$ cat config.mk
export PLATFORM = sky130hd
export DESIGN_NAME = ascii_command_frame_encoder_flat
export DESIGN_NICKNAME = d
export VERILOG_FILES = /design/src/acfe_pkg.sv /design/src/acfe_if.sv /design/src/ascii_command_frame_encoder.sv /design/src/acfe_dd_stage.sv /design/src/acfe_serializer.sv /design/src/flat_wrapper.sv
export SDC_FILE = /design/constraint.sdc
export NUM_CORES = 1
export LEC_CHECK = 0
export BUFFER_PORTS_ARGS = -buffer_cell sky130_fd_sc_hd__buf_4
export CORE_MARGIN = 2
export CORE_UTILIZATION = 40
export CTS_BUF_LIST = sky130_fd_sc_hd__clkbuf_4
export CTS_CLUSTER_SIZE = 12
export DETAILED_ROUTE_END_ITERATION = 10
export GPL_TIMING_DRIVEN = 1
export PLACE_DENSITY_LB_ADDON = 0.1
export SETUP_SLACK_MARGIN = 0.5
export SYNTH_ARGS = -nofsm -noshare
export SYNTH_HDL_FRONTEND = slang
export SYNTH_SLANG_ARGS = --single-unit
$ cat constraint.sdc
create_clock -name clk -period 7.1 [get_ports clk]
set_input_delay 0.355 -clock clk [delete_from_list [all_inputs] [get_ports clk]]
set_output_delay 0.355 -clock clk [all_outputs]
set_load 0.01 [all_outputs]
$ cat src/acfe_pkg.sv
// shared constants, pipeline payload type and helper functions for the
// ascii command frame encoder; no dependencies
`default_nettype none

package acfe_pkg;

  localparam int CommandWidth    = 5;
  localparam int ValueWidth      = 16;
  localparam int DigitWidth      = 4;
  localparam int DigitCount      = 5;
  localparam int BcdWidth        = DigitWidth * DigitCount;
  localparam int CharWidth       = 8;
  localparam int NameChars       = 4;
  localparam int NameWidth       = CharWidth * NameChars;
  localparam int DdStepsPerStage = 4;
  localparam int DdStages        = ValueWidth / DdStepsPerStage;
  localparam int PosWidth        = 4;

  // byte positions within a frame
  localparam logic [PosWidth-1:0] PosLead       = 4'd0;
  localparam logic [PosWidth-1:0] PosNameFirst  = 4'd1;
  localparam logic [PosWidth-1:0] PosDigitFirst = 4'd5;
  localparam logic [PosWidth-1:0] PosLast       = 4'd9;

  localparam logic [CharWidth-1:0] LeadChar = "M";
  localparam logic [CharWidth-1:0] ZeroChar = "0";

  // command codes
  localparam logic [CommandWidth-1:0] CmdStop     = 5'd0;
  localparam logic [CommandWidth-1:0] CmdFwrd     = 5'd1;
  localparam logic [CommandWidth-1:0] CmdBwrd     = 5'd2;
  localparam logic [CommandWidth-1:0] CmdLtrn     = 5'd3;
  localparam logic [CommandWidth-1:0] CmdRtrn     = 5'd4;
  localparam logic [CommandWidth-1:0] CmdLtrl     = 5'd5;
  localparam logic [CommandWidth-1:0] CmdRtrl     = 5'd6;
  localparam logic [CommandWidth-1:0] CmdUpwd     = 5'd7;
  localparam logic [CommandWidth-1:0] CmdDwnd     = 5'd8;
  localparam logic [CommandWidth-1:0] CmdDoff     = 5'd9;
  localparam logic [CommandWidth-1:0] CmdDofs     = 5'd10;
  localparam logic [CommandWidth-1:0] CmdDoft     = 5'd11;
  localparam logic [CommandWidth-1:0] CmdSuck     = 5'd12;
  localparam logic [CommandWidth-1:0] CmdSuckAlt  = 5'd13;
  localparam logic [CommandWidth-1:0] CmdTaup     = 5'd14;
  localparam logic [CommandWidth-1:0] CmdTadw     = 5'd15;
  localparam logic [CommandWidth-1:0] CmdFing     = 5'd16;
  localparam logic [CommandWidth-1:0] CmdFingAlt  = 5'd17;
  localparam logic [CommandWidth-1:0] CmdFwrs     = 5'd18;

  // payload carried down the conversion pipeline
  typedef struct packed {
    logic [NameWidth-1:0]  name;
    logic [BcdWidth-1:0]   bcd;
    logic [ValueWidth-1:0] bin;
  } stage_t;

  function automatic logic [NameWidth-1:0] name_lookup(
    input logic [CommandWidth-1:0] code
  );
    logic [NameWidth-1:0] name;
    begin
      case (code) inside
        CmdFwrd:              name = "fwrd";
        CmdBwrd:              name = "bwrd";
        CmdLtrn:              name = "ltrn";
        CmdRtrn:              name = "rtrn";
        CmdLtrl:              name = "ltrl";
        CmdRtrl:              name = "rtrl";
        CmdUpwd:              name = "upwd";
        CmdDwnd:              name = "dwnd";
        CmdDoff:              name = "doff";
        CmdDofs:              name = "dofs";
        CmdDoft:              name = "doft";
        CmdSuck, CmdSuckAlt:  name = "suck";
        CmdTaup:              name = "taup";
        CmdTadw:              name = "tadw";
        CmdFing, CmdFingAlt:  name = "fing";
        CmdFwrs:              name = "fwrs";
        default:              name = "stop";
      endcase
      return name;
    end
  endfunction

  // one shift-and-add-3 step of binary to bcd conversion
  function automatic stage_t dd_step(input stage_t s);
    stage_t               r;
    logic [BcdWidth-1:0]  adj;
    begin
      r = s;
      for (int d = 0; d < DigitCount; d++) begin
        if (s.bcd[DigitWidth*d +: DigitWidth] >= 4'd5) begin
          adj[DigitWidth*d +: DigitWidth] = s.bcd[DigitWidth*d +: DigitWidth] + 4'd3;
        end else begin
          adj[DigitWidth*d +: DigitWidth] = s.bcd[DigitWidth*d +: DigitWidth];
        end
      end
      r.bcd = {adj[BcdWidth-2:0], s.bin[ValueWidth-1]};
      r.bin = {s.bin[ValueWidth-2:0], 1'b0};
      return r;
    end
  endfunction

endpackage

`default_nettype wire

$ cat src/acfe_if.sv
// handshake channels of the ascii command frame encoder: command in, bytes out
// depends on acfe_pkg for field widths
`default_nettype none

interface acfe_cmd_if;
  logic                               valid;
  logic                               ready;
  logic [acfe_pkg::CommandWidth-1:0]  command;
  logic [acfe_pkg::ValueWidth-1:0]    value;

  modport source(output valid, command, value, input ready);
  modport sink(input valid, command, value, output ready);
endinterface

interface acfe_byte_if;
  logic                             valid;
  logic                             ready;
  logic [acfe_pkg::CharWidth-1:0]   frame_byte;
  logic                             frame_last;

  modport source(output valid, frame_byte, frame_last, input ready);
  modport sink(input valid, frame_byte, frame_last, output ready);
endinterface

`default_nettype wire

$ cat src/ascii_command_frame_encoder.sv
// top level of the ascii command frame encoder
// depends on acfe_pkg, acfe_if, acfe_dd_stage and acfe_serializer
`default_nettype none

// Each command transfer (a 5-bit code and a 16-bit value) produces ten byte
// transfers on the output channel: 'M', the four-letter command name, then
// the value as five zero-padded decimal digits, the tenth byte marked with
// frame_last. Codes 12/13 both give "suck", 16/17 both give "fing", and any
// code above 18 gives "stop". The value goes through a four-stage bcd
// conversion pipeline (four shift-and-add-3 steps per stage) and then into
// a frame register that the byte sequencer reads from. The output carries
// one byte per cycle while frame.ready is high, so sustained throughput is
// set by the byte-wide output, and the serializer takes no new command
// until its current frame is on its last byte; the next frame is loaded on
// the same edge as the last byte transfer, so frames follow each other with
// no gap. Back-pressure ripples up through the pipeline stages and nothing
// is lost or repeated.

module ascii_command_frame_encoder (
  input wire logic   clk,
  input wire logic   rst,
  acfe_cmd_if.sink   cmd,
  acfe_byte_if.source frame
);

  // pipeline links: index 0 is the input side, DdStages the serializer side
  logic             link_valid [acfe_pkg::DdStages+1];
  logic             link_ready [acfe_pkg::DdStages+1];
  acfe_pkg::stage_t link_data  [acfe_pkg::DdStages+1];

  // name lookup sits in front of the first conversion stage
  assign link_valid[0]     = cmd.valid;
  assign cmd.ready         = link_ready[0];
  assign link_data[0].name = acfe_pkg::name_lookup(cmd.command);
  assign link_data[0].bcd  = '0;
  assign link_data[0].bin  = cmd.value;

  for (genvar s = 0; s < acfe_pkg::DdStages; s++) begin : g_dd
    acfe_dd_stage u_stage (
      .clk       (clk),
      .rst       (rst),
      .in_valid  (link_valid[s]),
      .in_ready  (link_ready[s]),
      .in_data   (link_data[s]),
      .out_valid (link_valid[s+1]),
      .out_ready (link_ready[s+1]),
      .out_data  (link_data[s+1])
    );
  end

  // byte sequencer with the frame register
  acfe_serializer u_serializer (
    .clk       (clk),
    .rst       (rst),
    .in_valid  (link_valid[acfe_pkg::DdStages]),
    .in_ready  (link_ready[acfe_pkg::DdStages]),
    .in_data   (link_data[acfe_pkg::DdStages]),
    .out_valid (frame.valid),
    .out_ready (frame.ready),
    .out_byte  (frame.frame_byte),
    .out_last  (frame.frame_last)
  );

  // the last byte always carries an ascii digit
  a_last_is_digit: assert property (@(posedge clk) disable iff (rst)
    (frame.valid && frame.frame_last) |->
      (frame.frame_byte >= acfe_pkg::ZeroChar && frame.frame_byte <= 8'h39))
    else $error("last byte of frame is not a decimal digit");

endmodule

`default_nettype wire

$ cat src/acfe_dd_stage.sv
// one register stage of the binary to bcd pipeline, DdStepsPerStage conversion steps deep
// depends on acfe_pkg
`default_nettype none

module acfe_dd_stage (
  input  wire logic             clk,
  input  wire logic             rst,
  input  wire logic             in_valid,
  output logic                  in_ready,
  input  wire acfe_pkg::stage_t in_data,
  output logic                  out_valid,
  input  wire logic             out_ready,
  output acfe_pkg::stage_t      out_data
);

  logic             valid;
  acfe_pkg::stage_t data;
  acfe_pkg::stage_t stepped;

  always_comb begin
    stepped = in_data;
    for (int i = 0; i < acfe_pkg::DdStepsPerStage; i++) begin
      stepped = acfe_pkg::dd_step(stepped);
    end
  end

  assign in_ready  = !valid || out_ready;
  assign out_valid = valid;
  assign out_data  = data;

  always_ff @(posedge clk) begin
    if (rst) begin
      valid <= 1'b0;
    end else if (in_ready) begin
      valid <= in_valid;
    end
  end

  always_ff @(posedge clk) begin
    if (in_valid && in_ready) begin
      data <= stepped;
    end
  end

  // a stalled stage keeps its item
  a_stall_holds: assert property (@(posedge clk) disable iff (rst)
    (valid && !out_ready) |=> (valid && $stable(data)))
    else $error("stage lost or changed a stalled item");

  // nothing is taken in while the stage is full and blocked
  a_no_overwrite: assert property (@(posedge clk) disable iff (rst)
    (valid && !out_ready) |-> !in_ready)
    else $error("stage ready while full and stalled");

endmodule

`default_nettype wire

$ cat src/acfe_serializer.sv
// frame holding register and byte sequencer: turns one name and bcd value
// into ten ascii bytes; depends on acfe_pkg
`default_nettype none

module acfe_serializer (
  input  wire logic                              clk,
  input  wire logic                              rst,
  input  wire logic                              in_valid,
  output logic                                   in_ready,
  input  wire acfe_pkg::stage_t                  in_data,
  output logic                                   out_valid,
  input  wire logic                              out_ready,
  output logic [acfe_pkg::CharWidth-1:0]         out_byte,
  output logic                                   out_last
);

  logic                              busy;
  logic [acfe_pkg::PosWidth-1:0]     pos;
  logic [acfe_pkg::NameWidth-1:0]    name;
  logic [acfe_pkg::BcdWidth-1:0]     bcd;
  logic                              load;
  logic                              advance;
  logic                              at_last;
  logic [1:0]                        char_sel;
  logic [2:0]                        digit_sel;
  logic [acfe_pkg::DigitWidth-1:0]   digit;

  assign at_last  = (pos == acfe_pkg::PosLast);
  assign advance  = busy && out_ready;
  assign in_ready = !busy || (out_ready && at_last);
  assign load     = in_valid && in_ready;

  always_ff @(posedge clk) begin
    if (rst) begin
      busy <= 1'b0;
      pos  <= acfe_pkg::PosLead;
    end else if (load) begin
      busy <= 1'b1;
      pos  <= acfe_pkg::PosLead;
    end else if (advance) begin
      if (at_last) begin
        busy <= 1'b0;
        pos  <= acfe_pkg::PosLead;
      end else begin
        pos <= pos + 4'd1;
      end
    end
  end

  always_ff @(posedge clk) begin
    if (load) begin
      name <= in_data.name;
      bcd  <= in_data.bcd;
    end
  end

  // byte select
  assign char_sel  = 2'(pos - acfe_pkg::PosNameFirst);
  assign digit_sel = 3'(pos - acfe_pkg::PosDigitFirst);
  assign digit     = bcd[acfe_pkg::BcdWidth - acfe_pkg::DigitWidth
                         - acfe_pkg::DigitWidth*digit_sel +: acfe_pkg::DigitWidth];

  always_comb begin
    if (pos == acfe_pkg::PosLead) begin
      out_byte = acfe_pkg::LeadChar;
    end else if (pos < acfe_pkg::PosDigitFirst) begin
      out_byte = name[acfe_pkg::NameWidth - acfe_pkg::CharWidth
                      - acfe_pkg::CharWidth*char_sel +: acfe_pkg::CharWidth];
    end else begin
      out_byte = acfe_pkg::ZeroChar | {4'b0000, digit};
    end
  end

  assign out_valid = busy;
  assign out_last  = at_last;

  a_pos_range: assert property (@(posedge clk) disable iff (rst)
    pos <= acfe_pkg::PosLast)
    else $error("byte position past end of frame");

  a_load_starts: assert property (@(posedge clk) disable iff (rst)
    load |=> (busy && pos == acfe_pkg::PosLead))
    else $error("new frame did not start at the lead byte");

  a_frame_ends: assert property (@(posedge clk) disable iff (rst)
    (advance && at_last && !load) |=> !busy)
    else $error("sequencer still busy after last byte transfer");

endmodule

`default_nettype wire

$ cat src/flat_wrapper.sv
// flat-port wrapper written by rule: the top's interface ports become plain ports
module ascii_command_frame_encoder_flat 
  (clk, rst, cmd_valid, cmd_command, cmd_value, cmd_ready, frame_valid, frame_frame_byte, frame_frame_last, frame_ready);
  acfe_cmd_if cmd_i ();
  acfe_byte_if frame_i ();
  input wire logic clk;
  input wire logic rst;
  input wire logic [$bits(cmd_i.valid)-1:0] cmd_valid;
  input wire logic [$bits(cmd_i.command)-1:0] cmd_command;
  input wire logic [$bits(cmd_i.value)-1:0] cmd_value;
  output wire logic [$bits(cmd_i.ready)-1:0] cmd_ready;
  output wire logic [$bits(frame_i.valid)-1:0] frame_valid;
  output wire logic [$bits(frame_i.frame_byte)-1:0] frame_frame_byte;
  output wire logic [$bits(frame_i.frame_last)-1:0] frame_frame_last;
  input wire logic [$bits(frame_i.ready)-1:0] frame_ready;
  assign cmd_i.valid = cmd_valid;
  assign cmd_i.command = cmd_command;
  assign cmd_i.value = cmd_value;
  assign cmd_ready = cmd_i.ready;
  assign frame_valid = frame_i.valid;
  assign frame_frame_byte = frame_i.frame_byte;
  assign frame_frame_last = frame_i.frame_last;
  assign frame_i.ready = frame_ready;
  ascii_command_frame_encoder u_core (.clk(clk), .rst(rst), .cmd(cmd_i), .frame(frame_i));
endmodule
======== Yosys cells after proc, flatten, opt, wreduce, memory -nomap -nowiden ========
Cells that the tools add are included.
storage, ports and cells
  output and inout bits ................... 11
  word-level logic and storage cells ...... 303
  register bits after elaboration ......... 285
  input port bits ......................... 25
operators by class
  reductions and logical operators ........ 32
  shifts and indexed selects .............. 2
  order comparisons ....................... 66
  equality and inequality tests ........... 19
  add/subtract/negate cells ............... 70
  mux-type cells .......................... 86
operator list
  operator                                              number
  two-way mux 29 bit                                    13
  >= comparator 4 x 3 -> 1 bit (second input constant)  60
  two-way mux 4 bit                                     51
  adder 4 x 2 -> 4 bit (second input constant)          50
  two-way mux 3 bit                                     14
  == test 5 x 4 -> 1 bit (second input constant)        8
  variable part select 20 x 33 -> 4 bit                 1
  variable part select 32 x 33 -> 8 bit                 1
  adder 3 x 2 -> 3 bit (second input constant)          10
  two-way mux 28 bit                                    1
  two-way mux 27 bit                                    1
  == test 5 x 3 -> 1 bit (second input constant)        4
  OR reduction 17 bit                                   1
  two-way mux 8 bit                                     2
  == test 5 bit (second input constant)                 3
  OR reduction 13 bit                                   1
  adder 1 x 2 -> 3 bit (both inputs constant)           4
  >= comparator 1 x 3 -> 1 bit (both inputs constant)   4
  subtractor 5 x 5 -> 6 bit (first input constant)      2
  == test 5 x 2 -> 1 bit (second input constant)        2
  OR reduction 9 bit                                    1
  OR reduction 2 bit                                    4
  OR reduction 8 bit                                    1
  logical AND 1 bit                                     7
  other kinds (17)                                      29

======== Logic depth before layout (Yosys ltp) ========
  depth after elaboration ................. 16
  gate-level depth with buffers ........... 19
  depth with buffers taken out ............ 19

======== Modules after synthesis ========
A second synthesis with hierarchy kept.
unflattened totals
  cell total of the unflattened synthesis .. 2010
  area, all modules ....................... 20589.7 sq um
by module, submodules not included
  module                       cells an instance  area an instance (sq um)  sequential area each (sq um)  instances
  acfe_dd_stage                444                4413.0                    1941.9                        4
  acfe_serializer              141                2394.8                    1661.6                        1
  ascii_command_frame_encoder  93                 543.0                     0.0                           1

======== Worst setup path before layout ========
OpenSTA, ideal clock, no wires.
  path kind ............................... reg-to-reg
  start ................................... register u_core.u_serializer.pos[1] (netlist bit)
  end ..................................... register u_core.g_dd[2].u_stage.data (netlist bit u_core.g_dd[2].u_stage.out_data[12]) (enable)
  period minus slack after synthesis ...... 4.779 ns
  arrival time ............................ 4.283 ns
  cell stages (with the launch flop) ...... 9
  buffers on the path ..................... 1
  path slack .............................. 2.321 ns
  required time ........................... 6.605 ns
  library setup time ...................... 0.495 ns
  cell sequence ........................... dfxtp_1 -> inv_1 -> ha_1 -> nand2_1 -> nor2_1 -> nand2_1 -> and3_1 -> clkbuf_1 -> a21boi_0
between the ends
  cells in the longest elaborated chain, start to end .. 6
RTL lines
  item                            RTL line               RTL
  start: declaration              acfe_serializer.sv:18  logic [acfe_pkg::PosWidth-1:0] pos;
  start signal: assignment        acfe_serializer.sv:36  pos <= acfe_pkg::PosLead;
  start signal: assignment        acfe_serializer.sv:39  pos <= acfe_pkg::PosLead;
  start signal: assignment        acfe_serializer.sv:43  pos <= acfe_pkg::PosLead;
  == test 4 bit                   acfe_serializer.sv:28  assign at_last = (pos == acfe_pkg::PosLast);
  via frame_frame_last            flat_wrapper.sv:14     output wire logic [$bits(frame_i.frame_last)-1:0] frame_frame_last;
  logical AND 1 bit               acfe_serializer.sv:30  assign in_ready = !busy || (out_ready && at_last);
  logical OR 1 bit                acfe_serializer.sv:30
  logical OR 1 bit (2 in series)  acfe_dd_stage.sv:27    assign in_ready = !valid || out_ready;
  logical AND 1 bit               acfe_dd_stage.sv:40    if (in_valid && in_ready) begin
  end signal: assignment          acfe_dd_stage.sv:41    data <= stepped;
  end: declaration                acfe_dd_stage.sv:17    acfe_pkg::stage_t data;
The timed path passes the listed nets, and every way through them passes these cells.
A chain may end at the register's enable or synchronous reset.

==> results_dict.tcl <==
set metrics [dict create \
    status "finished clean" \
    area_growth_pct 12.6 \
    fin_skew_ps 66.8 \
    cts_root_buffer "clkbuf_4" \
    route.final.wire_length_um 21300 \
    peakVddDrop_uv 119 \
    firstDrtPassIters 5 \
    gp_congestion 0.787 \
    setup.worst_path.end_class "flip-flop" \
    setup_violations 0 \
    cp.buffers_inverters 2 \
    cpMaxStageDelayCell "mux2i_1" \
    p_int_w 0.00279 \
    p_seq_share_pct 36.0 \
    ctsHoldBuffers 18 \
    maxSlewHeadroom_pct 24.1 \
    min_from "frame_ready" \
    p_total_w 0.00437 \
    synthesis.area_mm2 0.0114 \
    setup_tns_ps 0 \
    hold_viol 0 \
    dieHeight_um 173 \
    power.switching_w 0.00158 \
    port_buffers 34 \
    slew_violations 0 \
    synth_cell_type_count 90 \
    hold_class "in2reg" \
    p_leak_nw 4.62 \
    crit_chain "inv_1 -> ha_1 -> nand2b_2 -> a21oi_2 -> mux2i_1 -> o211ai_1 -> nand2_1 -> inv_2 -> ha_1 -> and3_1 -> o31ai_1 -> nand2_1 -> and2_1 -> a21o_1 -> xor2_1" \
    fin_crit_ps 4230 \
    place.detailed.hpwl_um 14200 \
    die_width_um 173 \
    gr-total-overflow 0 \
    ctsHtreeMaxLevel 2 \
    pwr-share-clk_pct 22.7 \
    cts_resized 0 \
    ys_seq_elements 203 \
    path_class "reg2reg" \
    grt_pass1_wl_um 36400 \
    drive_gt1_share_pct 14.4 \
    num_rows 61 \
    via_per_inst 5.25 \
    wire_per_inst_um 13.7 \
    vias 8163 \
    path_clk_slew_ps 60 \
    cts_setup_buffers 0 \
    fin_nets 1203 \
    grt_usage_pct 14.4 \
    grt_max_degree 42 \
    cp-start-kind "flip-flop" \
    cts_tree "done" \
    required_ps 7440 \
    drc_errors 0 \
    io_pins 36 \
    ys.warnings.count 0 \
    period_share_pct 59.6 \
    synth_edf_count 194 \
    antenna_found_initial 1 \
    worstMarginPinSlew_ps 1140 \
    clk_latency_ps 660 \
    coreArea_mm2 0.0279 \
    clock_path_buffers 3 \
    rsz0062_at_grt "false" \
    clock.fmax_mhz 236 \
    synth-async-reset-ratio_pct 0 \
    synth_nets 1144 \
    yosys_most_used_dff "edfxtp_1" \
    ant_nets 0 \
    whs_ps 80.9 \
    initial_core_util_pct 40.8 \
    synth_seq_area_share_pct 52.8 \
    grt_pass1_vias 7635 \
    cp_top_family "compound AO/OA/AOI/OAI gates" \
    maxCapViolations 0 \
    fp.dieArea_mm2 0.0298 \
    netSwitchingFraction_pct 36.1 \
    cp.arrival_ps 4570 \
    reg2reg_from "u_core.g_dd[1].u_stage.out_data[16]" \
    cts_sinks 203 \
    final_util_pct 46.0 \
    numCtsBuffers 53 \
    fillers 2637 \
    crit_path_start "u_core.g_dd[1].u_stage.out_data[16]" \
    max_stage_delay_ps 770 \
    p_per_area_mw_per_mm2 341 \
    synthCells 1082 \
    first_iter_violations 522 \
    crit_fanout 12 \
    avgSynthCellArea_um2 10.5 \
    comb_power_share_pct 41.3 \
]
layout make-up:
| class | count | area (µm²) | share of cell area (%) |
|---|---|---|---|
| clock buffer | 80 | 601 | 4.69 |
| multi-input combinational | 777 | 5010 | 39.1 |
| antenna | 1 | 2.50 | 0.0195 |
| inverter | 51 | 193 | 1.50 |
| sequential | 203 | 6010 | 46.9 |
| tap | 378 | 473 | 3.69 |
| clock inverter | 9 | 65.1 | 0.508 |
| timing repair buffer | 55 | 458 | 3.58 |
synth_stat cells (all sizes together), types with 4 or more instances:
master	number	area, µm²
nand3	32	160
a21o	15	113
edfxtp	194	5830
a211oi	12	100
clkbuf	40	150
o21a	14	105
a31oi	19	119
o32ai	5	51.3
nor2	101	379
o211ai	10	75.1
o22ai	21	131
nand2b	15	96.3
a21oi	86	453
o31ai	5	37.5
nor3	26	130
mux2i	17	170
o21ai	88	452
nor2b	13	96.4
o221ai	5	43.8
ha	37	463
a221oi	5	43.8
and2	7	43.8
xnor2	28	275
o2111ai	4	35.0
dfxtp	9	180
a22oi	9	67.6
nand2	104	390
and3	8	55.1
mux2	6	71.3
xor2	6	52.6
or3	6	37.5
or2	5	33.8
buf	11	63.8
inv	50	188
mux4	6	135
a21boi	8	60.1
registers in the layout, indices dropped and copies added, names as in the netlist:
name / count
u_core.u_serializer.name: 20
u_core.g_dd.u_stage.out_data: 154
u_core.u_serializer.bcd: 20
u_core.u_serializer.out_valid: 1
u_core.g_dd.u_stage.out_valid: 4
u_core.u_serializer.pos: 4
cell families after synthesis:
logic type / synth area share [%]
compound gates: 19.6
simple gates: 13.6
flops: 52.8
buf+inv: 3.57
fa+ha+maj: 4.16
xor+xnor: 2.88
mux: 3.31
other cells: 0.0330
placed cells by master, fill, tap and decap left out, types with 5 or more instances in the layout:
master         instances
clkbuf_4              80
or3_1                  6
o31ai_1                5
nand2_1              104
ha_1                  37
edfxtp_1             194
o221ai_1               5
xor2_1                 6
a21boi_0               6
a31oi_1               18
nor2b_1               10
mux4_2                 6
o22ai_1               21
and3_1                 7
a211oi_1              10
a21o_1                15
o21a_1                14
o21ai_0               78
nor2_1               101
mux2i_1               17
a221oi_1               5
nand3_1               32
and2_1                 6
xnor2_1               24
nand2b_1              14
nor3_1                26
a22oi_1                9
o211ai_1              10
buf_4                 37
dlygate4sd3_1         18
clkinv_1               6
a21oi_1               80
a21oi_2                6
dfxtp_1                9
inv_1                 48
o21ai_1                7
through the flow:
| step | setup slack, ps | std cells | cell area, µm² |
|---|---|---|---|
| floorplan | 2320 | 1082 | 11400 |
| detailed placement | 2980 | 1446 | 12000 |
| CTS | 2770 | 1553 | 12800 |
| finish | 2870 | 1554 | 12800 |
| global placement | 3090 | 1446 | 12000 |
| global route | 2490 | 1554 | 12800 |
worst reg2reg max path, cell delays in order, from the launching register on:
cell,delay [ps]
edfxtp_1,530
inv_1,180
ha_1,330
nand2b_2,110
a21oi_2,270
mux2i_1,770
o211ai_1,190
nand2_1,200
inv_2,120
ha_1,220
and3_1,160
o31ai_1,290
nand2_1,110
and2_1,160
a21o_1,170
xor2_1,130
layer usage:
layer	vias to the layer above	track usage [%]	share of wire, %
li1	4231	-	-
met1	3744	20.2	50
met2	157	22.2	45
met3	31	3.12	4.1
met4	0	4.52	1.5
met5	-	0	0
worst paths after layout:
path / endpoint / slack [ps] / cells past startpoint
worst max-delay path: u_core.g_dd[2].u_stage.out_data[24] / 2870 / 15
worst min-delay path: u_core.u_serializer.pos[2] / 80 / 4
worst max register to register: u_core.g_dd[2].u_stage.out_data[24] / 2870 / 15
worst min register to register: u_core.u_serializer.bcd[16] / 360 / 0
power by group through the flow:
stage	Sequential (W)	Clock, W	Combinational, W
6_report	0.00157	0.000990	0.00180
5_1_grt	0.00159	0.00110	0.00208
4_1_cts	0.00157	0.00104	0.00181
3_5_place_dp	0.00160	0	0.00180
3_3_place_gp	0.00160	0	0.00178
2_1_floorplan	0.00157	0	0.00151
No activity file was read; power rests on OpenSTA's default activity.
